### src/rtl/fgs_pkg.sv
// Shared types, constants and rule tables for the fuzzy gain scheduler.
package fgs_pkg;

  // Classification geometry.
  localparam int CLASS_COUNT          = 7;
  localparam int MEMBERSHIP_FRAC_BITS = 16;
  localparam int CLS_W                = $clog2(CLASS_COUNT);
  localparam int SEG_COUNT            = CLASS_COUNT - 1;
  localparam int MU_W                 = MEMBERSHIP_FRAC_BITS + 1;
  localparam int IN_W                 = 16;
  localparam int MAG_W                = IN_W + 1;

  localparam logic [CLS_W-1:0] LAST_CLASS = CLS_W'(CLASS_COUNT - 1);
  localparam logic [MU_W-1:0]  MU_ONE     = MU_W'(1) << MEMBERSHIP_FRAC_BITS;
  localparam logic [MU_W-1:0]  MU_HALF    = MU_W'(1) << (MEMBERSHIP_FRAC_BITS - 1);

  // Deviation breakpoints, segment spans and reciprocals of the spans.
  localparam int BP_W      = 8;
  localparam int SPAN_W    = 6;
  localparam int NUM_W     = MEMBERSHIP_FRAC_BITS + SPAN_W;
  localparam int DIV_SHIFT = NUM_W;
  localparam int RECIP_W   = NUM_W - 4;
  localparam int PRODQ_W   = NUM_W + RECIP_W;

  localparam logic [BP_W-1:0] DEV_BP [CLASS_COUNT] = '{
    8'd0, 8'd23, 8'd49, 8'd80, 8'd111, 8'd148, 8'd195
  };
  localparam logic [SPAN_W-1:0] DEV_SPAN [SEG_COUNT] = '{
    6'd23, 6'd26, 6'd31, 6'd31, 6'd37, 6'd47
  };
  localparam logic [RECIP_W-1:0] DEV_RECIP [SEG_COUNT] = '{
    RECIP_W'((64'd1 << DIV_SHIFT) / 64'd23),
    RECIP_W'((64'd1 << DIV_SHIFT) / 64'd26),
    RECIP_W'((64'd1 << DIV_SHIFT) / 64'd31),
    RECIP_W'((64'd1 << DIV_SHIFT) / 64'd31),
    RECIP_W'((64'd1 << DIV_SHIFT) / 64'd37),
    RECIP_W'((64'd1 << DIV_SHIFT) / 64'd47)
  };

  // Change classes: breakpoints 0, 0.9, 1.8, 3.6, 5.4, 7.2, 9 against an integer
  // magnitude, so only magnitudes below nine fall inside the ramps.
  localparam int CHG_LIMIT = 9;
  localparam int CHG_IDX_W = $clog2(CHG_LIMIT);

  localparam logic [CLS_W-1:0] CHG_CLS [CHG_LIMIT] = '{
    3'd0, 3'd1, 3'd2, 3'd2, 3'd3, 3'd3, 3'd4, 3'd4, 3'd5
  };
  localparam logic [MU_W-1:0] CHG_MU [CHG_LIMIT] = '{
    MU_ONE,
    MU_W'(((64'd8  << MEMBERSHIP_FRAC_BITS) + 64'd4) / 64'd9),
    MU_W'(((64'd16 << MEMBERSHIP_FRAC_BITS) + 64'd9) / 64'd18),
    MU_W'(((64'd6  << MEMBERSHIP_FRAC_BITS) + 64'd9) / 64'd18),
    MU_W'(((64'd14 << MEMBERSHIP_FRAC_BITS) + 64'd9) / 64'd18),
    MU_W'(((64'd4  << MEMBERSHIP_FRAC_BITS) + 64'd9) / 64'd18),
    MU_W'(((64'd12 << MEMBERSHIP_FRAC_BITS) + 64'd9) / 64'd18),
    MU_W'(((64'd2  << MEMBERSHIP_FRAC_BITS) + 64'd9) / 64'd18),
    MU_W'(((64'd10 << MEMBERSHIP_FRAC_BITS) + 64'd9) / 64'd18)
  };

  // The speed path sees a change of zero, which sits in the middle class.
  localparam logic [CLS_W-1:0] SPEED_CHG_CLASS = CLS_W'(3);

  // Output paths.
  localparam int PATH_P     = 0;
  localparam int PATH_D     = 1;
  localparam int PATH_S     = 2;
  localparam int PATH_COUNT = 3;
  localparam int RULE_HITS  = 4;

  // Rule tables, indexed [change class][deviation class].
  localparam logic [CLS_W-1:0] TAB_P [CLASS_COUNT][CLASS_COUNT] = '{
    '{3'd2, 3'd2, 3'd1, 3'd1, 3'd1, 3'd0, 3'd0},
    '{3'd3, 3'd3, 3'd2, 3'd1, 3'd1, 3'd1, 3'd0},
    '{3'd4, 3'd3, 3'd3, 3'd2, 3'd2, 3'd1, 3'd1},
    '{3'd4, 3'd4, 3'd3, 3'd3, 3'd2, 3'd1, 3'd1},
    '{3'd4, 3'd4, 3'd4, 3'd3, 3'd2, 3'd2, 3'd1},
    '{3'd5, 3'd5, 3'd5, 3'd4, 3'd4, 3'd3, 3'd2},
    '{3'd6, 3'd6, 3'd5, 3'd5, 3'd4, 3'd3, 3'd3}
  };
  localparam logic [CLS_W-1:0] TAB_D [CLASS_COUNT][CLASS_COUNT] = '{
    '{3'd3, 3'd3, 3'd4, 3'd5, 3'd5, 3'd6, 3'd6},
    '{3'd3, 3'd3, 3'd4, 3'd4, 3'd5, 3'd5, 3'd5},
    '{3'd2, 3'd3, 3'd3, 3'd4, 3'd5, 3'd5, 3'd5},
    '{3'd1, 3'd2, 3'd2, 3'd3, 3'd3, 3'd4, 3'd5},
    '{3'd1, 3'd1, 3'd2, 3'd2, 3'd3, 3'd3, 3'd3},
    '{3'd0, 3'd1, 3'd1, 3'd1, 3'd2, 3'd2, 3'd3},
    '{3'd0, 3'd0, 3'd1, 3'd1, 3'd1, 3'd2, 3'd2}
  };
  localparam logic [CLS_W-1:0] TAB_S [CLASS_COUNT][CLASS_COUNT] = '{
    '{3'd5, 3'd5, 3'd6, 3'd6, 3'd4, 3'd3, 3'd2},
    '{3'd4, 3'd4, 3'd6, 3'd6, 3'd3, 3'd2, 3'd1},
    '{3'd4, 3'd4, 3'd5, 3'd5, 3'd3, 3'd2, 3'd1},
    '{3'd3, 3'd4, 3'd5, 3'd5, 3'd2, 3'd1, 3'd1},
    '{3'd3, 3'd3, 3'd4, 3'd4, 3'd2, 3'd1, 3'd0},
    '{3'd3, 3'd2, 3'd3, 3'd4, 3'd1, 3'd1, 3'd0},
    '{3'd3, 3'd2, 3'd2, 3'd4, 3'd1, 3'd0, 3'd0}
  };

  // Singleton output values in unsigned Q.8.
  localparam int SING_W = 18;
  localparam logic [SING_W-1:0] SING [PATH_COUNT][CLASS_COUNT] = '{
    '{SING_W'(3251), SING_W'(3328), SING_W'(3430), SING_W'(3533),
      SING_W'(3661), SING_W'(3789), SING_W'(3891)},
    '{SING_W'(500 * 256), SING_W'(524 * 256), SING_W'(554 * 256), SING_W'(584 * 256),
      SING_W'(620 * 256), SING_W'(656 * 256), SING_W'(689 * 256)},
    '{SING_W'(600 * 256), SING_W'(620 * 256), SING_W'(640 * 256), SING_W'(660 * 256),
      SING_W'(680 * 256), SING_W'(700 * 256), SING_W'(720 * 256)}
  };

  // Accumulation and defuzzification widths.
  localparam int WPROD_W  = 2 * MU_W;
  localparam int ACC_W    = MEMBERSHIP_FRAC_BITS + 3;
  localparam int PROD_W   = ACC_W + SING_W;
  localparam int SUM_W    = PROD_W + 3;
  localparam int SCALED_W = SUM_W - MEMBERSHIP_FRAC_BITS;
  localparam int LO_COUNT = 4;

  localparam logic [SUM_W-1:0] SUM_HALF = SUM_W'(1) << (MEMBERSHIP_FRAC_BITS - 1);

  localparam int GAIN_P_W = 12;
  localparam int GAIN_W   = 18;
  localparam logic [SCALED_W-1:0] GAIN_MAX [PATH_COUNT] = '{
    SCALED_W'((1 << GAIN_P_W) - 1),
    SCALED_W'((1 << GAIN_W) - 1),
    SCALED_W'((1 << GAIN_W) - 1)
  };

  // Queue between front and back.
  localparam int QUEUE_DEPTH = 4;
  localparam int QPTR_W      = $clog2(QUEUE_DEPTH);
  localparam int QCNT_W      = $clog2(QUEUE_DEPTH + 1);
  localparam int OCC_W       = QCNT_W + 1;

  // One classified sample as it crosses the queue.
  typedef struct packed {
    logic [CLS_W-1:0] dev_cls;
    logic [MU_W-1:0]  dev_mu;
    logic [CLS_W-1:0] chg_cls;
    logic [MU_W-1:0]  chg_mu;
  } fgs_item_t;

  // Queue fill status seen by both halves.
  typedef struct packed {
    logic [QCNT_W-1:0] count;
    logic              not_empty;
  } fgs_q_status_t;

endpackage

### src/rtl/fgs_queue.sv
// Short queue that decouples the classifying front from the rule back end.
module fgs_queue (
  input  logic                   clk_i,
  input  logic                   rst_ni,
  input  logic                   push_i,
  input  fgs_pkg::fgs_item_t     item_i,
  input  logic                   pop_i,
  output fgs_pkg::fgs_item_t     item_o,
  output fgs_pkg::fgs_q_status_t status_o
);
  import fgs_pkg::*;

  fgs_item_t          slot_q [QUEUE_DEPTH];
  logic [QPTR_W-1:0]  wr_ptr_q;
  logic [QPTR_W-1:0]  wr_ptr_d;
  logic [QPTR_W-1:0]  rd_ptr_q;
  logic [QPTR_W-1:0]  rd_ptr_d;
  logic [QCNT_W-1:0]  count_q;
  logic [QCNT_W-1:0]  count_d;

  // Pointer advance with wrap at the queue depth.
  always_comb begin
    wr_ptr_d = wr_ptr_q;
    rd_ptr_d = rd_ptr_q;
    count_d  = count_q;
    if (push_i) begin
      wr_ptr_d = (wr_ptr_q == QPTR_W'(QUEUE_DEPTH - 1)) ? '0 : wr_ptr_q + QPTR_W'(1);
    end
    if (pop_i) begin
      rd_ptr_d = (rd_ptr_q == QPTR_W'(QUEUE_DEPTH - 1)) ? '0 : rd_ptr_q + QPTR_W'(1);
    end
    if (push_i && !pop_i) begin
      count_d = count_q + QCNT_W'(1);
    end else if (pop_i && !push_i) begin
      count_d = count_q - QCNT_W'(1);
    end
  end

  always_ff @(posedge clk_i or negedge rst_ni) begin
    if (!rst_ni) begin
      wr_ptr_q <= '0;
      rd_ptr_q <= '0;
      count_q  <= '0;
    end else begin
      wr_ptr_q <= wr_ptr_d;
      rd_ptr_q <= rd_ptr_d;
      count_q  <= count_d;
    end
  end

  // Storage slots.
  always_ff @(posedge clk_i) begin
    if (push_i) begin
      slot_q[wr_ptr_q] <= item_i;
    end
  end

  assign item_o             = slot_q[rd_ptr_q];
  assign status_o.count     = count_q;
  assign status_o.not_empty = (count_q != '0);

`ifndef SYNTHESIS
  a_no_overflow: assert property (@(posedge clk_i) disable iff (!rst_ni)
    push_i |-> (count_q < QCNT_W'(QUEUE_DEPTH)))
    else $error("queue written while full");

  a_no_underflow: assert property (@(posedge clk_i) disable iff (!rst_ni)
    pop_i |-> (count_q != '0))
    else $error("queue read while empty");

  a_count_tracks: assert property (@(posedge clk_i) disable iff (!rst_ni)
    1'b1 |=> (count_q == QCNT_W'($past(count_q) + QCNT_W'($past(push_i))
                                  - QCNT_W'($past(pop_i)))))
    else $error("queue count out of step with transfers");
`endif

endmodule

### config.mk
export PLATFORM = sky130hd
export DESIGN_NAME = fgs_queue
export DESIGN_NICKNAME = d
export VERILOG_FILES = /design/src/rtl/fgs_pkg.sv /design/src/rtl/fgs_queue.sv
export SDC_FILE = /design/constraint.sdc
export NUM_CORES = 1
export LEC_CHECK = 0
export ABC_CLOCK_PERIOD_IN_PS = 4100
export BUFFER_PORTS_ARGS = -buffer_cell sky130_fd_sc_hd__buf_2
export CAP_MARGIN = 10
export CORE_AREA = 4 4 155 112
export CTS_BUF_LIST = sky130_fd_sc_hd__clkbuf_2
export CTS_CLUSTER_SIZE = 10
export DETAILED_ROUTE_END_ITERATION = 12
export DIE_AREA = 0 0 159 116
export GPL_ROUTABILITY_DRIVEN = 0
export PLACE_DENSITY_LB_ADDON = 0.12
export SLEW_MARGIN = 0
export SYNTH_ARGS = -nofsm -noshare
export SYNTH_HDL_FRONTEND = slang
export SYNTH_SLANG_ARGS = --single-unit
export TNS_END_PERCENT = 30
### constraint.sdc
create_clock -name clk_i -period 4.1 [get_ports clk_i]
set_clock_uncertainty 0.05 [all_clocks]
set_input_delay 0.82 -clock clk_i [delete_from_list [all_inputs] [get_ports clk_i]]
set_output_delay 0.82 -clock clk_i [all_outputs]
set_load 0.01 [all_outputs]
==> impl_metrics.prom <==
# TYPE chip_impl_metric gauge
chip_impl_metric{name="gr-total-overflow",unit=""} 0
chip_impl_metric{name="synth_cell_type_count",unit=""} 19
chip_impl_metric{name="final_max_slew_viol_count",unit=""} 0
chip_impl_metric{name="yosys_register_bits",unit=""} 167
chip_impl_metric{name="globalRouteTotalUtil",unit="%"} 12.4
chip_impl_metric{name="vias",unit=""} 2734
chip_impl_metric{name="detailed_route_wl",unit="mm"} 10.9
chip_impl_info{name="worst_hold_path.endpoint",value="slot_q[2][17]"} 1
chip_impl_metric{name="worstMarginPinSlew",unit="ns"} 1.06
chip_impl_info{name="critical_path.slowest_cell",value="sky130_fd_sc_hd__dfrtp_4"} 1
chip_impl_metric{name="floorplan.initialDensity",unit="%"} 39.1
chip_impl_metric{name="drt_first_iter_violations",unit=""} 136
chip_impl_metric{name="drc_violations_left",unit=""} 0
chip_impl_metric{name="ctsResizeCount",unit=""} 0
chip_impl_metric{name="antenna_violating_nets_post_route",unit=""} 0
chip_impl_metric{name="die_h",unit="um"} 116
chip_impl_info{name="timing.critical_path.cells",value="mux4_1 > buf_2"} 1
chip_impl_metric{name="max_cap_violations",unit=""} 0
chip_impl_metric{name="wire_per_inst",unit="um"} 19.3
chip_impl_metric{name="report.final.hold_viol_count",unit=""} 0
chip_impl_info{name="critical-path-top-delay-family",value="flip-flops"} 1
chip_impl_metric{name="final.fill_count",unit=""} 1374
chip_impl_metric{name="multiInputGateArea",unit="sq um"} 1130
chip_impl_metric{name="viasPerCell",unit=""} 4.84
chip_impl_metric{name="areaGrowthSynthToFinish",unit="%"} 13.7
chip_impl_metric{name="max_freq",unit="MHz"} 293
chip_impl_metric{name="hpwlAfterDp",unit="mm"} 6.40
chip_impl_metric{name="ir_drop",unit="mV"} 0.306
chip_impl_metric{name="finalNonFillerCells",unit=""} 565
chip_impl_metric{name="netlist_area",unit="sq um"} 6230
chip_impl_metric{name="num-nets-final",unit=""} 398
chip_impl_metric{name="synthesis.area_per_instance",unit="sq um"} 25.3
chip_impl_metric{name="core-area",unit="sq um"} 16000
chip_impl_info{name="r2r-start",value="wr_ptr_q[0]"} 1
chip_impl_metric{name="tritoncts_num_sinks",unit=""} 167
chip_impl_metric{name="post-place-cells",unit=""} 532
chip_impl_metric{name="die_area",unit="sq um"} 18400
chip_impl_metric{name="grt_first_pass_wirelength",unit="mm"} 16.8
chip_impl_metric{name="synthDominantCellAreaShare",unit="%"} 77.1
chip_impl_info{name="worstHoldStart",value="item_i[17]"} 1
chip_impl_metric{name="io_pins",unit=""} 88
chip_impl_metric{name="critPathRequiredTime",unit="ns"} 3.23
chip_impl_info{name="post_synth_most_frequent_cells",value="160 x sky130_fd_sc_hd__edfxtp_1, 38 x sky130_fd_sc_hd__mux4_2, 7 x sky130_fd_sc_hd__dfrtp_1, 6 x sky130_fd_sc_hd__ha_1"} 1
chip_impl_metric{name="fin_crit",unit="ns"} 3.41
chip_impl_metric{name="post_synth_inst_count",unit=""} 246
chip_impl_metric{name="reg2regPathDepth",unit=""} 4
chip_impl_metric{name="insertedDiodeCount",unit=""} 0
chip_impl_metric{name="power-per-cell-area",unit="nW/um^2"} 636
chip_impl_metric{name="timing.hold.worst_path_depth",unit=""} 1
chip_impl_metric{name="holdWs",unit="ns"} 0.296
chip_impl_info{name="critical_path_class",value="reg2out"} 1
chip_impl_info{name="critical_path.reg2reg.endpoint",value="slot_q[2][9]"} 1
chip_impl_metric{name="postSynth.asyncResetShare",unit="%"} 4.19
chip_impl_metric{name="cts_clock_pin_slew_for_the_worst_setup_and_hold_paths",unit="ns"} 0.25
chip_impl_metric{name="reg2reg_setup_slack",unit="ns"} 2.04
chip_impl_info{name="synth_area_leader_cell",value="sky130_fd_sc_hd__edfxtp_1"} 1
chip_impl_info{name="crit_path_end_kind",value="output port"} 1
chip_impl_metric{name="seq_area_frac_synth",unit="%"} 79.9
chip_impl_metric{name="timing.max_slew.rel_slack",unit="%"} 29.2
chip_impl_metric{name="grt_start_max_net_pins",unit=""} 44
chip_impl_metric{name="antenna_violations_before_repair",unit=""} 2
chip_impl_metric{name="accumulated_negative_setup_slack",unit="ns"} 0
chip_impl_metric{name="synth_fp_nets",unit=""} 297
chip_impl_metric{name="worstPathBufferInverterCount",unit=""} 1
chip_impl_metric{name="worstPathArrival",unit="ns"} 2.54
chip_impl_metric{name="die_x",unit="um"} 159
chip_impl_metric{name="final.period_utilization",unit="%"} 83.2
chip_impl_metric{name="final-seq-area",unit="sq um"} 4980
chip_impl_metric{name="post_route_cells_drive_above_1_share",unit="%"} 47.2
chip_impl_metric{name="grt_pass1_vias",unit=""} 2990
chip_impl_metric{name="post_synth_edffs",unit=""} 160
chip_impl_info{name="worstSetupStartpointType",value="flip-flop"} 1
chip_impl_metric{name="cts.htree.levels",unit=""} 4
chip_impl_metric{name="port_buffers",unit=""} 87
chip_impl_metric{name="tritoncts.num_buffers",unit=""} 17
chip_impl_metric{name="max-clock-path-buffers",unit=""} 2
chip_impl_info{name="classification_of_the_worst_slack_hold_path",value="in2reg"} 1
chip_impl_metric{name="postCtsHoldBufs",unit=""} 1
chip_impl_info{name="clock_tree_from_tritoncts",value="done"} 1
chip_impl_metric{name="drt-pass1-iter-count",unit=""} 4
chip_impl_metric{name="number_of_core_rows",unit=""} 39
chip_impl_info{name="synth.most_common_cell",value="sky130_fd_sc_hd__edfxtp_1"} 1
chip_impl_metric{name="clock_insertion_delay_worst_skew",unit="ns"} 0.66
chip_impl_info{name="outcome",value="complete, no violations"} 1
chip_impl_info{name="grt_setup_unrepaired",value="no"} 1
chip_impl_metric{name="static-leakage-power",unit="nW"} 2.45
chip_impl_metric{name="post_cts_setup_buffer_count",unit=""} 0
chip_impl_info{name="cts_root_buf",value="sky130_fd_sc_hd__clkbuf_2"} 1
chip_impl_info{name="synthFlopType",value="sky130_fd_sc_hd__edfxtp_1"} 1
chip_impl_metric{name="ys.warnings.count",unit=""} 0
chip_impl_metric{name="setup-violations-final",unit=""} 0
chip_impl_metric{name="max_fo_critical_path",unit=""} 43
chip_impl_metric{name="cpPeakStageDelay",unit="ns"} 1.07
chip_impl_info{name="synthTopCellsByArea",value="sky130_fd_sc_hd__edfxtp_1 77%, sky130_fd_sc_hd__mux4_2 14%, sky130_fd_sc_hd__dfrtp_1 2.8%"} 1
==> registers in the layout, summed over array words and instances (netlist names) <==
register	flops
slot_q	160
rd_ptr_q	2
count_q	3
wr_ptr_q	2
==> kinds of logic (layout without fill, tap and decap cells) <==
family / count (synthesis) / in the layout / synth area share (%)
flops: 167 / 167 / 79.9
mux: 43 / 43 / 15.1
buf+inv: 14 / 128 / 2.09
simple gates: 10 / 10 / 0.803
fa+ha+maj: 7 / 7 / 1.53
xor+xnor: 3 / 3 / 0.422
compound gates: 2 / 2 / 0.161
==> layer usage <==
layer | vias to the layer above | routed length [um] | track usage [%] | part of all wire (%)
met3 | 16 | 728 | 5.12 | 6.7
met1 | 1408 | 4740 | 15.1 | 44
met5 | - | 21 | 0 | 0.19
li1 | 1237 | - | - | -
met2 | 69 | 5310 | 20.6 | 49
met4 | 4 | 101 | 3.64 | 0.93
==> through the flow <==
stage | area, sq um | utilization, % | power [mW] | setup WS, ns
2_1_floorplan | 6230 | - | 3.33 | 1.86
3_3_place_gp | 6850 | 42.9 | 3.76 | 1.37
3_5_place_dp | 6850 | 42.9 | 3.78 | 1.36
4_1_cts | 7090 | 44.4 | 4.62 | 0.529
5_1_grt | 7090 | 44.4 | 4.81 | 0.383
6_report | 7090 | 44.4 | 4.51 | 0.687
==> cells in the final DEF (no fill, tap or decap), drive strengths merged <==
cell | synthesis | routed
mux4 | 40 | 40
clkinv | 0 | 5
edfxtp | 160 | 160
and2 | 4 | 4
or3 | 1 | 1
mux2 | 3 | 3
buf | 9 | 91
ha | 6 | 6
clkbuf | 1 | 18
inv | 4 | 12
xnor2 | 1 | 1
o21ai | 2 | 2
fa | 1 | 1
xor2 | 2 | 2
bufinv | 0 | 1
dfrtp | 7 | 7
dlygate4sd3 | 0 | 1
nor2 | 3 | 3
nand2 | 2 | 2
==> power breakdown <==
group | leakage (nW) | switching [mW] | total (mW) | internal (mW)
clock network | 0.147 | 0.589 | 0.831 | 0.242
registers | 1.55 | 0.285 | 2.47 | 2.19
logic | 0.748 | 0.554 | 1.21 | 0.654
total | 2.45 | 1.43 | 4.51 | 3.08
==> cell type report <==
type	count	share of cell area, %
Multi-Input combinational cell	65	15.9
Clock buffer	18	1.27
Timing Repair Buffer	92	6.71
Sequential cell	167	70.3
Inverter	4	0.212
Tap cell	205	3.62
Clock inverter	14	1.96
==> worst max path at each step <==
stage	start	endpoint	cells past startpoint
after floorplan	push_i	slot_q[3][0]	1
after global placement	rd_ptr_q[0]	item_o[36]	2
after detailed placement	rd_ptr_q[0]	item_o[25]	2
after CTS	rd_ptr_q[0]	item_o[25]	2
after global routing	rd_ptr_q[0]	item_o[25]	2
final	rd_ptr_q[0]	item_o[25]	2
==> worst register-to-register path: cells and delay by family, from the launching register on <==
family	cells	cell delay, ns
AND/OR/NAND/NOR	1	0.48
buffers and inverters	2	0.59
flip-flops	1	0.47
adder cells (fa/ha/maj)	1	0.14
(Power assumes the default switching activity.)
