==> src/rtl/fgs_pkg.sv <==
// Shared types, constants and rule tables for the fuzzy gain scheduler.
package fgs_pkg;

  // Classification geometry.
  localparam int CLASS_COUNT          = 7;
  localparam int MEMBERSHIP_FRAC_BITS = 16;
  localparam int CLS_W                = $clog2(CLASS_COUNT);
  localparam int SEG_COUNT            = CLASS_COUNT - 1;
  localparam int MU_W                 = MEMBERSHIP_FRAC_BITS + 1;
  localparam int IN_W                 = 16;
  localparam int MAG_W                = IN_W + 1;

  localparam logic [CLS_W-1:0] LAST_CLASS = CLS_W'(CLASS_COUNT - 1);
  localparam logic [MU_W-1:0]  MU_ONE     = MU_W'(1) << MEMBERSHIP_FRAC_BITS;
  localparam logic [MU_W-1:0]  MU_HALF    = MU_W'(1) << (MEMBERSHIP_FRAC_BITS - 1);

  // Deviation breakpoints, segment spans and reciprocals of the spans.
  localparam int BP_W      = 8;
  localparam int SPAN_W    = 6;
  localparam int NUM_W     = MEMBERSHIP_FRAC_BITS + SPAN_W;
  localparam int DIV_SHIFT = NUM_W;
  localparam int RECIP_W   = NUM_W - 4;
  localparam int PRODQ_W   = NUM_W + RECIP_W;

  localparam logic [BP_W-1:0] DEV_BP [CLASS_COUNT] = '{
    8'd0, 8'd23, 8'd49, 8'd80, 8'd111, 8'd148, 8'd195
  };
  localparam logic [SPAN_W-1:0] DEV_SPAN [SEG_COUNT] = '{
    6'd23, 6'd26, 6'd31, 6'd31, 6'd37, 6'd47
  };
  localparam logic [RECIP_W-1:0] DEV_RECIP [SEG_COUNT] = '{
    RECIP_W'((64'd1 << DIV_SHIFT) / 64'd23),
    RECIP_W'((64'd1 << DIV_SHIFT) / 64'd26),
    RECIP_W'((64'd1 << DIV_SHIFT) / 64'd31),
    RECIP_W'((64'd1 << DIV_SHIFT) / 64'd31),
    RECIP_W'((64'd1 << DIV_SHIFT) / 64'd37),
    RECIP_W'((64'd1 << DIV_SHIFT) / 64'd47)
  };

  // Change classes: breakpoints 0, 0.9, 1.8, 3.6, 5.4, 7.2, 9 against an integer
  // magnitude, so only magnitudes below nine fall inside the ramps.
  localparam int CHG_LIMIT = 9;
  localparam int CHG_IDX_W = $clog2(CHG_LIMIT);

  localparam logic [CLS_W-1:0] CHG_CLS [CHG_LIMIT] = '{
    3'd0, 3'd1, 3'd2, 3'd2, 3'd3, 3'd3, 3'd4, 3'd4, 3'd5
  };
  localparam logic [MU_W-1:0] CHG_MU [CHG_LIMIT] = '{
    MU_ONE,
    MU_W'(((64'd8  << MEMBERSHIP_FRAC_BITS) + 64'd4) / 64'd9),
    MU_W'(((64'd16 << MEMBERSHIP_FRAC_BITS) + 64'd9) / 64'd18),
    MU_W'(((64'd6  << MEMBERSHIP_FRAC_BITS) + 64'd9) / 64'd18),
    MU_W'(((64'd14 << MEMBERSHIP_FRAC_BITS) + 64'd9) / 64'd18),
    MU_W'(((64'd4  << MEMBERSHIP_FRAC_BITS) + 64'd9) / 64'd18),
    MU_W'(((64'd12 << MEMBERSHIP_FRAC_BITS) + 64'd9) / 64'd18),
    MU_W'(((64'd2  << MEMBERSHIP_FRAC_BITS) + 64'd9) / 64'd18),
    MU_W'(((64'd10 << MEMBERSHIP_FRAC_BITS) + 64'd9) / 64'd18)
  };

  // The speed path sees a change of zero, which sits in the middle class.
  localparam logic [CLS_W-1:0] SPEED_CHG_CLASS = CLS_W'(3);

  // Output paths.
  localparam int PATH_P     = 0;
  localparam int PATH_D     = 1;
  localparam int PATH_S     = 2;
  localparam int PATH_COUNT = 3;
  localparam int RULE_HITS  = 4;

  // Rule tables, indexed [change class][deviation class].
  localparam logic [CLS_W-1:0] TAB_P [CLASS_COUNT][CLASS_COUNT] = '{
    '{3'd2, 3'd2, 3'd1, 3'd1, 3'd1, 3'd0, 3'd0},
    '{3'd3, 3'd3, 3'd2, 3'd1, 3'd1, 3'd1, 3'd0},
    '{3'd4, 3'd3, 3'd3, 3'd2, 3'd2, 3'd1, 3'd1},
    '{3'd4, 3'd4, 3'd3, 3'd3, 3'd2, 3'd1, 3'd1},
    '{3'd4, 3'd4, 3'd4, 3'd3, 3'd2, 3'd2, 3'd1},
    '{3'd5, 3'd5, 3'd5, 3'd4, 3'd4, 3'd3, 3'd2},
    '{3'd6, 3'd6, 3'd5, 3'd5, 3'd4, 3'd3, 3'd3}
  };
  localparam logic [CLS_W-1:0] TAB_D [CLASS_COUNT][CLASS_COUNT] = '{
    '{3'd3, 3'd3, 3'd4, 3'd5, 3'd5, 3'd6, 3'd6},
    '{3'd3, 3'd3, 3'd4, 3'd4, 3'd5, 3'd5, 3'd5},
    '{3'd2, 3'd3, 3'd3, 3'd4, 3'd5, 3'd5, 3'd5},
    '{3'd1, 3'd2, 3'd2, 3'd3, 3'd3, 3'd4, 3'd5},
    '{3'd1, 3'd1, 3'd2, 3'd2, 3'd3, 3'd3, 3'd3},
    '{3'd0, 3'd1, 3'd1, 3'd1, 3'd2, 3'd2, 3'd3},
    '{3'd0, 3'd0, 3'd1, 3'd1, 3'd1, 3'd2, 3'd2}
  };
  localparam logic [CLS_W-1:0] TAB_S [CLASS_COUNT][CLASS_COUNT] = '{
    '{3'd5, 3'd5, 3'd6, 3'd6, 3'd4, 3'd3, 3'd2},
    '{3'd4, 3'd4, 3'd6, 3'd6, 3'd3, 3'd2, 3'd1},
    '{3'd4, 3'd4, 3'd5, 3'd5, 3'd3, 3'd2, 3'd1},
    '{3'd3, 3'd4, 3'd5, 3'd5, 3'd2, 3'd1, 3'd1},
    '{3'd3, 3'd3, 3'd4, 3'd4, 3'd2, 3'd1, 3'd0},
    '{3'd3, 3'd2, 3'd3, 3'd4, 3'd1, 3'd1, 3'd0},
    '{3'd3, 3'd2, 3'd2, 3'd4, 3'd1, 3'd0, 3'd0}
  };

  // Singleton output values in unsigned Q.8.
  localparam int SING_W = 18;
  localparam logic [SING_W-1:0] SING [PATH_COUNT][CLASS_COUNT] = '{
    '{SING_W'(3251), SING_W'(3328), SING_W'(3430), SING_W'(3533),
      SING_W'(3661), SING_W'(3789), SING_W'(3891)},
    '{SING_W'(500 * 256), SING_W'(524 * 256), SING_W'(554 * 256), SING_W'(584 * 256),
      SING_W'(620 * 256), SING_W'(656 * 256), SING_W'(689 * 256)},
    '{SING_W'(600 * 256), SING_W'(620 * 256), SING_W'(640 * 256), SING_W'(660 * 256),
      SING_W'(680 * 256), SING_W'(700 * 256), SING_W'(720 * 256)}
  };

  // Accumulation and defuzzification widths.
  localparam int WPROD_W  = 2 * MU_W;
  localparam int ACC_W    = MEMBERSHIP_FRAC_BITS + 3;
  localparam int PROD_W   = ACC_W + SING_W;
  localparam int SUM_W    = PROD_W + 3;
  localparam int SCALED_W = SUM_W - MEMBERSHIP_FRAC_BITS;
  localparam int LO_COUNT = 4;

  localparam logic [SUM_W-1:0] SUM_HALF = SUM_W'(1) << (MEMBERSHIP_FRAC_BITS - 1);

  localparam int GAIN_P_W = 12;
  localparam int GAIN_W   = 18;
  localparam logic [SCALED_W-1:0] GAIN_MAX [PATH_COUNT] = '{
    SCALED_W'((1 << GAIN_P_W) - 1),
    SCALED_W'((1 << GAIN_W) - 1),
    SCALED_W'((1 << GAIN_W) - 1)
  };

  // Queue between front and back.
  localparam int QUEUE_DEPTH = 4;
  localparam int QPTR_W      = $clog2(QUEUE_DEPTH);
  localparam int QCNT_W      = $clog2(QUEUE_DEPTH + 1);
  localparam int OCC_W       = QCNT_W + 1;

  // One classified sample as it crosses the queue.
  typedef struct packed {
    logic [CLS_W-1:0] dev_cls;
    logic [MU_W-1:0]  dev_mu;
    logic [CLS_W-1:0] chg_cls;
    logic [MU_W-1:0]  chg_mu;
  } fgs_item_t;

  // Queue fill status seen by both halves.
  typedef struct packed {
    logic [QCNT_W-1:0] count;
    logic              not_empty;
  } fgs_q_status_t;

endpackage

==> src/rtl/fgs_front.sv <==
// Front end: takes input transfers, forms magnitudes, classes and memberships.
module fgs_front (
  input  logic                              clk_i,
  input  logic                              rst_ni,
  input  logic                              in_valid_i,
  output logic                              in_stall_o,
  input  logic signed [fgs_pkg::IN_W-1:0]   position_i,
  input  logic signed [fgs_pkg::IN_W-1:0]   position_change_i,
  input  fgs_pkg::fgs_q_status_t            q_status_i,
  output logic                              push_o,
  output fgs_pkg::fgs_item_t                item_o
);
  import fgs_pkg::*;

  logic                accept;
  logic [MAG_W-1:0]    dev_mag;
  logic [MAG_W-1:0]    chg_mag;
  logic [CLS_W-1:0]    dev_cls;
  logic [SPAN_W-1:0]   dev_diff;
  logic [CLS_W-1:0]    chg_cls;
  logic [MU_W-1:0]     chg_mu;
  logic [OCC_W-1:0]    occupancy;

  logic                s1_valid_q;
  logic [CLS_W-1:0]    s1_cls_q;
  logic [SPAN_W-1:0]   s1_diff_q;
  logic [CLS_W-1:0]    s1_chg_cls_q;
  logic [MU_W-1:0]     s1_chg_mu_q;

  logic [CLS_W-1:0]    s1_span_idx;
  logic [NUM_W-1:0]    s1_num;
  logic [PRODQ_W-1:0]  s1_prod;

  logic                s2_valid_q;
  logic [CLS_W-1:0]    s2_cls_q;
  logic [NUM_W-1:0]    s2_num_q;
  logic [MU_W-1:0]     s2_q0_q;
  logic [CLS_W-1:0]    s2_chg_cls_q;
  logic [MU_W-1:0]     s2_chg_mu_q;

  logic [CLS_W-1:0]    s2_span_idx;
  logic [NUM_W-1:0]    s2_span;
  logic [NUM_W-1:0]    s2_rem;
  logic [MU_W-1:0]     s2_mu;

  // Admit a new sample only while the queue can hold everything in flight.
  assign occupancy  = OCC_W'(q_status_i.count) + OCC_W'(s1_valid_q) + OCC_W'(s2_valid_q);
  assign in_stall_o = occupancy >= OCC_W'(QUEUE_DEPTH);
  assign accept     = in_valid_i && !in_stall_o;

  // Magnitudes of the two signed inputs; the most negative value maps to 2^15.
  assign dev_mag = position_i[IN_W-1] ? (MAG_W'(1) << IN_W) - {1'b0, position_i}
                                      : {1'b0, position_i};
  assign chg_mag = position_change_i[IN_W-1]
                 ? (MAG_W'(1) << IN_W) - {1'b0, position_change_i}
                 : {1'b0, position_change_i};

  // Deviation segment search: the first breakpoint above the magnitude wins.
  always_comb begin
    dev_cls  = LAST_CLASS;
    dev_diff = '0;
    for (int k = SEG_COUNT; k >= 1; k--) begin
      if (dev_mag < MAG_W'(DEV_BP[k])) begin
        dev_cls  = CLS_W'(k - 1);
        dev_diff = SPAN_W'(DEV_BP[k] - dev_mag[BP_W-1:0]);
      end
    end
  end

  // Change classification is a small lookup since only nine magnitudes ramp.
  always_comb begin
    if (chg_mag < MAG_W'(CHG_LIMIT)) begin
      chg_cls = CHG_CLS[chg_mag[CHG_IDX_W-1:0]];
      chg_mu  = CHG_MU[chg_mag[CHG_IDX_W-1:0]];
    end else begin
      chg_cls = LAST_CLASS;
      chg_mu  = MU_ONE;
    end
  end

  // Stage one registers.
  always_ff @(posedge clk_i or negedge rst_ni) begin
    if (!rst_ni) begin
      s1_valid_q <= 1'b0;
    end else begin
      s1_valid_q <= accept;
    end
  end

  always_ff @(posedge clk_i) begin
    s1_cls_q     <= dev_cls;
    s1_diff_q    <= dev_diff;
    s1_chg_cls_q <= chg_cls;
    s1_chg_mu_q  <= chg_mu;
  end

  // Reciprocal estimate of the rounded membership quotient.
  assign s1_span_idx = (s1_cls_q == LAST_CLASS) ? '0 : s1_cls_q;
  assign s1_num      = {s1_diff_q, {MEMBERSHIP_FRAC_BITS{1'b0}}}
                     + NUM_W'(DEV_SPAN[s1_span_idx] >> 1);
  assign s1_prod     = PRODQ_W'(s1_num) * PRODQ_W'(DEV_RECIP[s1_span_idx]);

  // Stage two registers.
  always_ff @(posedge clk_i or negedge rst_ni) begin
    if (!rst_ni) begin
      s2_valid_q <= 1'b0;
    end else begin
      s2_valid_q <= s1_valid_q;
    end
  end

  always_ff @(posedge clk_i) begin
    s2_cls_q     <= s1_cls_q;
    s2_num_q     <= s1_num;
    s2_q0_q      <= s1_prod[DIV_SHIFT +: MU_W];
    s2_chg_cls_q <= s1_chg_cls_q;
    s2_chg_mu_q  <= s1_chg_mu_q;
  end

  // The estimate is at most one low; one remainder check corrects it.
  assign s2_span_idx = (s2_cls_q == LAST_CLASS) ? '0 : s2_cls_q;
  assign s2_span     = NUM_W'(DEV_SPAN[s2_span_idx]);
  assign s2_rem      = s2_num_q - NUM_W'(s2_q0_q) * s2_span;

  always_comb begin
    if (s2_cls_q == LAST_CLASS) begin
      s2_mu = MU_ONE;
    end else if (s2_rem >= s2_span) begin
      s2_mu = s2_q0_q + MU_W'(1);
    end else begin
      s2_mu = s2_q0_q;
    end
  end

  // Hand the classified sample to the queue.
  assign push_o         = s2_valid_q;
  assign item_o.dev_cls = s2_cls_q;
  assign item_o.dev_mu  = s2_mu;
  assign item_o.chg_cls = s2_chg_cls_q;
  assign item_o.chg_mu  = s2_chg_mu_q;

`ifndef SYNTHESIS
  a_mu_in_range: assert property (@(posedge clk_i) disable iff (!rst_ni)
    push_o |-> (item_o.dev_mu <= MU_ONE))
    else $error("deviation membership exceeds one");

  a_edge_mu_full: assert property (@(posedge clk_i) disable iff (!rst_ni)
    (push_o && (item_o.dev_cls == LAST_CLASS)) |-> (item_o.dev_mu == MU_ONE))
    else $error("edge class membership is not one");
`endif

endmodule

==> config.mk <==
export PLATFORM = sky130hd
export DESIGN_NAME = fgs_front
export DESIGN_NICKNAME = d
export VERILOG_FILES = /design/src/rtl/fgs_pkg.sv /design/src/rtl/fgs_front.sv
export SDC_FILE = /design/constraint.sdc
export NUM_CORES = 1
export LEC_CHECK = 0
export ABC_AREA = 1
export BUFFER_PORTS_ARGS = -buffer_cell sky130_fd_sc_hd__clkbuf_2
export CORE_MARGIN = 5
export CORE_UTILIZATION = 55
export DETAILED_ROUTE_END_ITERATION = 7
export PLACE_DENSITY = 0.87
export SKIP_LAST_GASP = 1
export SYNTH_ARGS = -nofsm -noshare
export SYNTH_HDL_FRONTEND = slang
export SYNTH_SLANG_ARGS = --single-unit
==> constraint.sdc <==
create_clock -name clk_i -period 5.6 [get_ports clk_i]
set_input_delay 0.84 -clock clk_i [delete_from_list [all_inputs] [get_ports clk_i]]
set_output_delay 0.84 -clock clk_i [all_outputs]
set_load 0.02 [all_outputs]
==> results.md, run 1 <==
* Status: complete, but fails checks
* Failing checks: negative setup slack
* First-pass GRT wire length at 62500 um
* Commonest cells post-synth: nand2_1 (456), inv_1 (423), ha_1 (228), nor2_1 (207), fa_1 (118)
* Nets@finish at ~2600
* Tot Pwr at 4.33 mW
* CP delay by family, top: adder cells
* Clock tree from TritonCTS: built
* Max_cap viols at 0
* Vias in the first global route at 13800
* Dominant cells by area after synthesis: ha_1 (21%), fa_1 (17%), nand2_1 (13%), inv_1 (12%), dfxtp_1 (9.8%)
* Number of setup violations in the final report at 18
* Final min period at 6660 ps
* DIE HEIGHT at 167 um
* Grt ovf at 0
* DP HPWL at 30700 um
* Setup WS post-layout at -1060 ps
* Sink Count at 68
* Crit-path max cell delay at 540 ps
* Worst-path clk slew at 60 ps
* Antenna violations before repair at 1
* Sum Neg Setup Slack at -17590 ps
* Syn. warnings at 0
* Pleak at slightly above 9 nW
* Wire per inst at 15.7 um
* Synthesized area per cell at a little under 7 um2
* R2r endpoint: s2_q0_q[16]
* FP Rows at 57
* Worst hold-check path type: input pin to asynchronous set/reset pin
* Routed via count at 13800
* Most Frequent Cell on Critical Path: inv_2
* Ys async rst share at ~2.9%
* Die width at 167 um
* Port Buffer Count at slightly below 80
* Hold buffers post-CTS at 0
* DP Area at 15600 um2
* Worst setup EP type: primary output
* DR vias/cell at around 5.4
* Num ports at 81
* Core area at between 20000 and 25000 um2
* Register bit total from synthesis at between 60 and 70
* Synth Flop Type: dfxtp_1
* Yosys top cell area share at around a fifth
* Fmax at between 150 and 200 MHz
* Fin. max-slew vios at 0
* Starting DRT DRC Count at 1238
* H-tree lvl count at 3
* Worst vdd ir at about 0.28 mV
* Post-synth EDFFs at 0
* Final hold violations at 0
* Fin area at 16500 um2
* R2r setup slk at -20 ps
* Crit path max fanout at 24
* Fillers at ~1900
* Post-route DRC at 0
* PD cells at 262 nW/um2
* Pin count of the biggest net entering global routing at 33
* GPL Wtd Cong at 0.976
* Clk root buf: clkbuf_16
* Clk_lat worst skew at 340 ps
* Crit Path Category: flop to primary output
* RSZ-0062 raised after global routing: yes
* Cell Area, Synth at 13500 um2
* R2R cell count at 28
* Clock skew at 9.73 ps
* Leading area contributor after synthesis: ha_1
* WL final at slightly below 40000 um
* Cells after Synth at 1984
* CP max-delay cell: fa_1
* Starting Density at between 50% and 60%
* CTS buffer count at 9
* Fraction of the cycle the final worst path needs at 119%
* Share of layout cells above drive strength 1 at about a fifth
* Worst Path Buf+Inv at 9
* ANT nets after route at 0
* Clk buf depth at 2
* Crit path DAT at 5820 ps
* CP Data Required Time at 4760 ps
* Most frequent cell after synthesis: nand2_1
* Area Growth Syn to Fin at 21.8%
* CP Launch Type: flop
* Seq/Total Area, Yosys at 10.1%
* Die area at between 20000 and 30000 um2
* Drt pass-1 iters at 8
* Rel. slew slack at 23.3%
* Worst slew pin tran at 1150 ps
* Netlist cell types at 52
* Global-route usage over all layers at 26.5%
* Worst r2r src: s1_cls_q[2]
[state kept, by name, indices dropped and copies added (netlist names)]
signal	flops
s2_q0_q	17
s1_chg_cls_q	3
s1_chg_mu_q	10
push_o	1
s2_num_q	11
s1_cls_q	3
s2_cls_q	3
s2_chg_cls_q	3
s1_valid_q	1
s2_chg_mu_q	10
s1_diff_q	6
[worst max path at each step]
stage,from,endpoint,slack (ps),depth (start not counted)
floorplan,s2_cls_q[0],item_o[23],-420,36
global placement,s2_cls_q[0],item_o[22],-520,36
detailed placement,s2_cls_q[2],item_o[33],-640,26
CTS,s2_cls_q[0],item_o[33],-950,36
global route,s2_cls_q[2],item_o[22],-1300,33
finish,s2_cls_q[2],item_o[36],-1060,32
[routing by layer]
layer  GRT usage [%]  share of wire [%]  vias up
li1                -                  -     6539
met1            29.4                 37     6311
met2            49.3                 50      671
met3            2.96                6.6      233
met4            14.0                6.3        0
met5               0                  0        -
[power by group]
group	switching, mW	internal, mW	leakage, nW	total [mW]
Combinational	1.85	1.34	8.59	3.19
Sequential	0.0178	0.497	0.561	0.515
Clock	0.235	0.388	0.161	0.623
Total	2.10	2.23	9.31	4.33
[logic make-up (layout without fill, tap and decap cells)]
group           after synthesis  count (layout)  synth area share [%]
simple gates                837             837                  25.8
xor+xnor                     57              57                  3.69
buf+inv                     489             709                  14.1
fa+ha+maj                   346             346                  38.5
other cells                   2              11                0.0555
flops                        68              68                  10.1
compound gates              185             185                  7.74
[repair_timing]
action / CTS / global route
pin swaps: 1 / 36
setup buffers: 2 / 6
cloned: 0 / 3
gates resized for setup: 24 / 105
endpoints found under the setup margin: 24 / 31
[metrics by stage]
stage               util [%]  setup slack [ps]  std cells  hold WS [ps]
floorplan                  -              -421       1992           310
global placement        64.4              -519       2509           311
detailed placement      64.4              -641       2509           313
CTS                     66.2              -948       2527           275
global route            68.0             -1300       2536           277
finish                  68.0             -1060       2537           267
[cells in the final DEF, fill, tap and decap left out, types with 54 or more instances in the layout]
cell and instances:
nand2_1 429, inv_1 410, ha_1 218, nor2_1 176, buf_4 170, fa_1 117, nand3_1 78, o21ai_0 64
clkbuf_2 63, dfxtp_1 60, a21oi_1 54
[cell type report]
type / count / area [um2] / area share (%)
diodes: 1 / 2.50 / 0.0152
clock buffers: 11 / 264 / 1.60
clock inverters: 5 / 65.1 / 0.394
inverters: 445 / 1690 / 10.2
multi-input cells: 1435 / 10900 / 66.0
flip-flops and latches: 68 / 1390 / 8.42
well taps: 324 / 405 / 2.46
repair buffers: 248 / 1810 / 10.9
Power figures use the tool's default switching activity.
==> run 2, diff against run 1 <==
Settings changed: ABC_AREA 1 to not set.
==> run 2 against run 1 <==
The run ends with design-rule violations, negative setup slack left. Critical path type unchanged. Synthesized cell count fell by 22%. Highest routed layer unchanged. Wire length rose by 41%. Maximum frequency is 15% lower. Register-to-register slack lost 580 ps. Final cell count fell by 15%.
==> results.md, run 2 <==
* Max FFs per register at 17 (unchanged)
* Ys async rst share at 2.94% (unchanged)
* Starting DRT DRC Count at 2136 (+73%)
* DP HPWL at 30300 um (-1.3%)
* Worst-path clk slew at 70 ps (about the same)
* Logic pwr share at 83.6% (+9.9 points)
* Clk buf depth at 2 (unchanged)
* CP Launch Type: flop
* Wire per inst at 25.9 um (+65%)
* GPL Wtd Cong at 0.958 (-1.8%)
* Area Growth Syn to Fin at 32.0%
* DIE HEIGHT at 163 um (-2.6%)
* Cells after Synth at 1552 (-22%)
* Dominant cells by area after synthesis: ha_1 (22%), fa_1 (18%), dfxtp_1 (10%), inv_1 (7.4%), nand2_1 (4.6%)
* DP Area at 15200 um2 (-2.7%)
* Final hold violations at 0 (unchanged)
* Port Buffer Count at 79 (unchanged)
* Worst setup EP type: primary output
* Yosys top cell area share at 22.3% (+1.2 points)
* WL final at 56000 um (+41%)
* Sum Neg Setup Slack at -37520 ps (-19940 ps)
* DR vias/cell at 6.69 (+23%)
* Placed Cells at 2102 (-16%)
* Share of layout cells above drive strength 1 at 30.4% (+10 points)
* Nets@finish at 2227 (-14%)
* Pin count of the biggest net entering global routing at 19 (-42%)
* Tot Pwr at 7.09 mW (+64%)
* Hold buffers post-CTS at 0 (unchanged)
* Leading area contributor after synthesis: ha_1
* Busiest grt layer: met2
* Worst hold-check path type: input pin to asynchronous set/reset pin
* Int Power at 3.59 mW (+61%)
* Global-route usage over all layers at 35.9% (+9.4 points)
* Clk_lat worst skew at 360 ps (+20 ps)
* Drt pass-1 iters at 8 (unchanged)
* H-tree lvl count at 3 (unchanged)
* Rel. slew slack at 38.6% (+15 points)
* Final min period at 7880 ps (+1220 ps)
* Routed via count at 14500 (+5.1%)
* PD cells at 420 nW/um2 (+60%)
* GR Util met3 at 10.0% (+7.1 points)
* Status: complete, but fails checks
* Cell Area, Synth at 12800 um2 (-5.4%)
* Starting Density at 56.2% (+0.37 points)
* Die area at 26400 um2 (-5.1%)
* Number of setup violations in the final report at 27 (+9)
* Failing checks: design-rule violations, negative setup slack
* Hold_ws at 257 ps (-10.4 ps)
* Share of power burned in registers at 7.7% (-4.2 points)
* Seq. cell area at 1390 um2 (+0.36%)
* Clock tree from TritonCTS: built
* Biggest regs: s2_q0_q x17, s2_num_q x11
* FP Rows at 55 (-3.5%)
* Synthesized area per cell at 8.25 um2 (+21%)
* Fin. max-slew vios at 0 (unchanged)
* Commonest cells after routing, fill and taps aside: buf_4 (244), inv_1 (225), ha_1 (191)
* Sink Count at 68 (unchanged)
* Crit path max fanout at 8 (-67%)
* Setup WS post-layout at -2280 ps (-1220 ps)
* Pleak at 8.70 nW (-6.6%)
* Clock share of power at 8.7% (-5.7 points)
* R2r setup slk at -600 ps (-580 ps)
* End-of-flow core utilization at 74.2% (+6.1 points)
* Multi-input gate area in the final layout at 11100 um2 (+2.4%)
* Seq/Total Area, Yosys at 10.7% (+0.58 points)
* Fraction of the cycle the final worst path needs at 141% (+22 points)
* Grt ovf at 0 (unchanged)
* Post-route DRC at 2 (+2)
* Netlist cell types at 77 (+48%)
* Clock skew at 10.4 ps (+0.699 ps)
* Fin area at 16900 um2 (+2.4%)
* Clk root buf: clkbuf_16
* CTS buffer count at 9 (unchanged)
* Vias in the first global route at 14300 (+3.2%)
* Core area at 22800 um2 (-6.1%)
* Sw power at 3.50 mW (+67%)
* Cell Count, Final, Fillers Out at 2160 (-15%)
* Num ports at 81 (unchanged)
* Worst vdd ir at 0.461 mV (+62%)
* Met2 Resource Use GR at 59.7% (+10 points)
* First-pass GRT wire length at 75200 um (+20%)
* Most common cell after layout, fill and taps aside: buf_4
* Post-place setup slack at -1150 ps (-511 ps)
* Commonest cells post-synth: inv_1 (253), ha_1 (228), nand2_1 (157), fa_1 (118), a21oi_1 (72)
* Worst slew pin tran at 915 ps (-232 ps)
* CP Data Required Time at 4760 ps (about the same)
* Most frequent cell after synthesis: inv_1
* Crit path DAT at 7040 ps (+1220 ps)
* RSZ-0062 raised after global routing: yes
* Syn. warnings at 0 (unchanged)
* Die width at 163 um (-2.6%)
* Max_cap viols at 0 (unchanged)
* Antenna violations before repair at 1 (unchanged)
* ANT nets after route at 0 (unchanged)
* Synth Flop Type: dfxtp_1
* Register bit total from synthesis at 68 (unchanged)
* Sw Share at 49.4% (+0.82 points)
* Fmax at 127 MHz (-15%)
* Post-synth EDFFs at 0 (unchanged)
* Diodes inserted at 0 (-1)
* Crit Path Category: flop to primary output
* Fillers at 1272 (-32%)
* Met1 Resource Use GR at 37.7% (+8.3 points)
* Largest reg by FF count: s2_q0_q
==> run 2: final timing paths <==
check                                start  cells past startpoint              end
max                            s2_cls_q[2]                     26       item_o[27]
min                                 rst_ni                      1           push_o
max reg2reg                    s1_cls_q[1]                     24      s2_q0_q[15]
min reg2reg                s1_chg_mu_q[15]                      0  s2_chg_mu_q[15]
max in group asynchronous           rst_ni                      1       s1_valid_q
min in group clk_i         s1_chg_mu_q[15]                      0  s2_chg_mu_q[15]
==> run 2: cells by family after synthesis <==
group,synth area share (%)
AND/OR/NAND/NOR,18.1
buffers and inverters,9.96
AO/OA/AOI/OAI,14.2
multiplexers,1.97
other,0.0586
XOR/XNOR,4.23
flip-flops,10.7
adder cells (fa/ha/maj),40.7
==> run 2: timing repair <==
action,in CTS,in global routing
endpoints found under the setup margin,28,32
pin swaps,38,54
resized for setup,116,98
endpoints found under the hold margin,0,0
cloned,2,2
setup buffers,15,24
==> run 2: power groups by stage <==
stage               Sequential, mW  Combinational (mW)  Clock (mW)
floorplan                    0.539                3.03           0
global placement             0.547                4.71           0
detailed placement           0.548                4.86           0
CTS                          0.537                5.25       0.592
global route                 0.542                6.29       0.635
finish                       0.545                5.93       0.619
==> run 2: area by class of cell <==
| cell class | instances | share of cell area (%) |
|---|---|---|
| clock inverter | 7 | 0.496 |
| sequential | 68 | 8.25 |
| tap | 313 | 2.32 |
| multi-input combinational | 1166 | 65.9 |
| inverter | 255 | 5.72 |
| timing repair buffer | 342 | 15.9 |
| clock buffer | 9 | 1.33 |
==> run 2: critical path: stages (launching register included) <==
cell and delay, ps:
dfxtp_4 360, buf_4 150, o21ai_4 70, buf_12 130
inv_1 270, buf_4 220, nand2_1 60, o21ai_0 90
ha_1 290, fa_1 590, inv_1 230, fa_1 570
fa_1 560, inv_1 80, ha_1 310, buf_4 180
a21oi_1 330, mux2i_1 330, nand2_1 140, o2111ai_2 250
nor4_4 60, buf_6 140, buf_12 140, buf_16 140
or3_4 360, a21oi_2 330, clkbuf_8 250
==> run 2: per-layer routing <==
layer,routed length (um),part of all wire (%)
met1,17400,31
met2,24200,43
met3,7070,13
met4,7280,13
met5,0,0
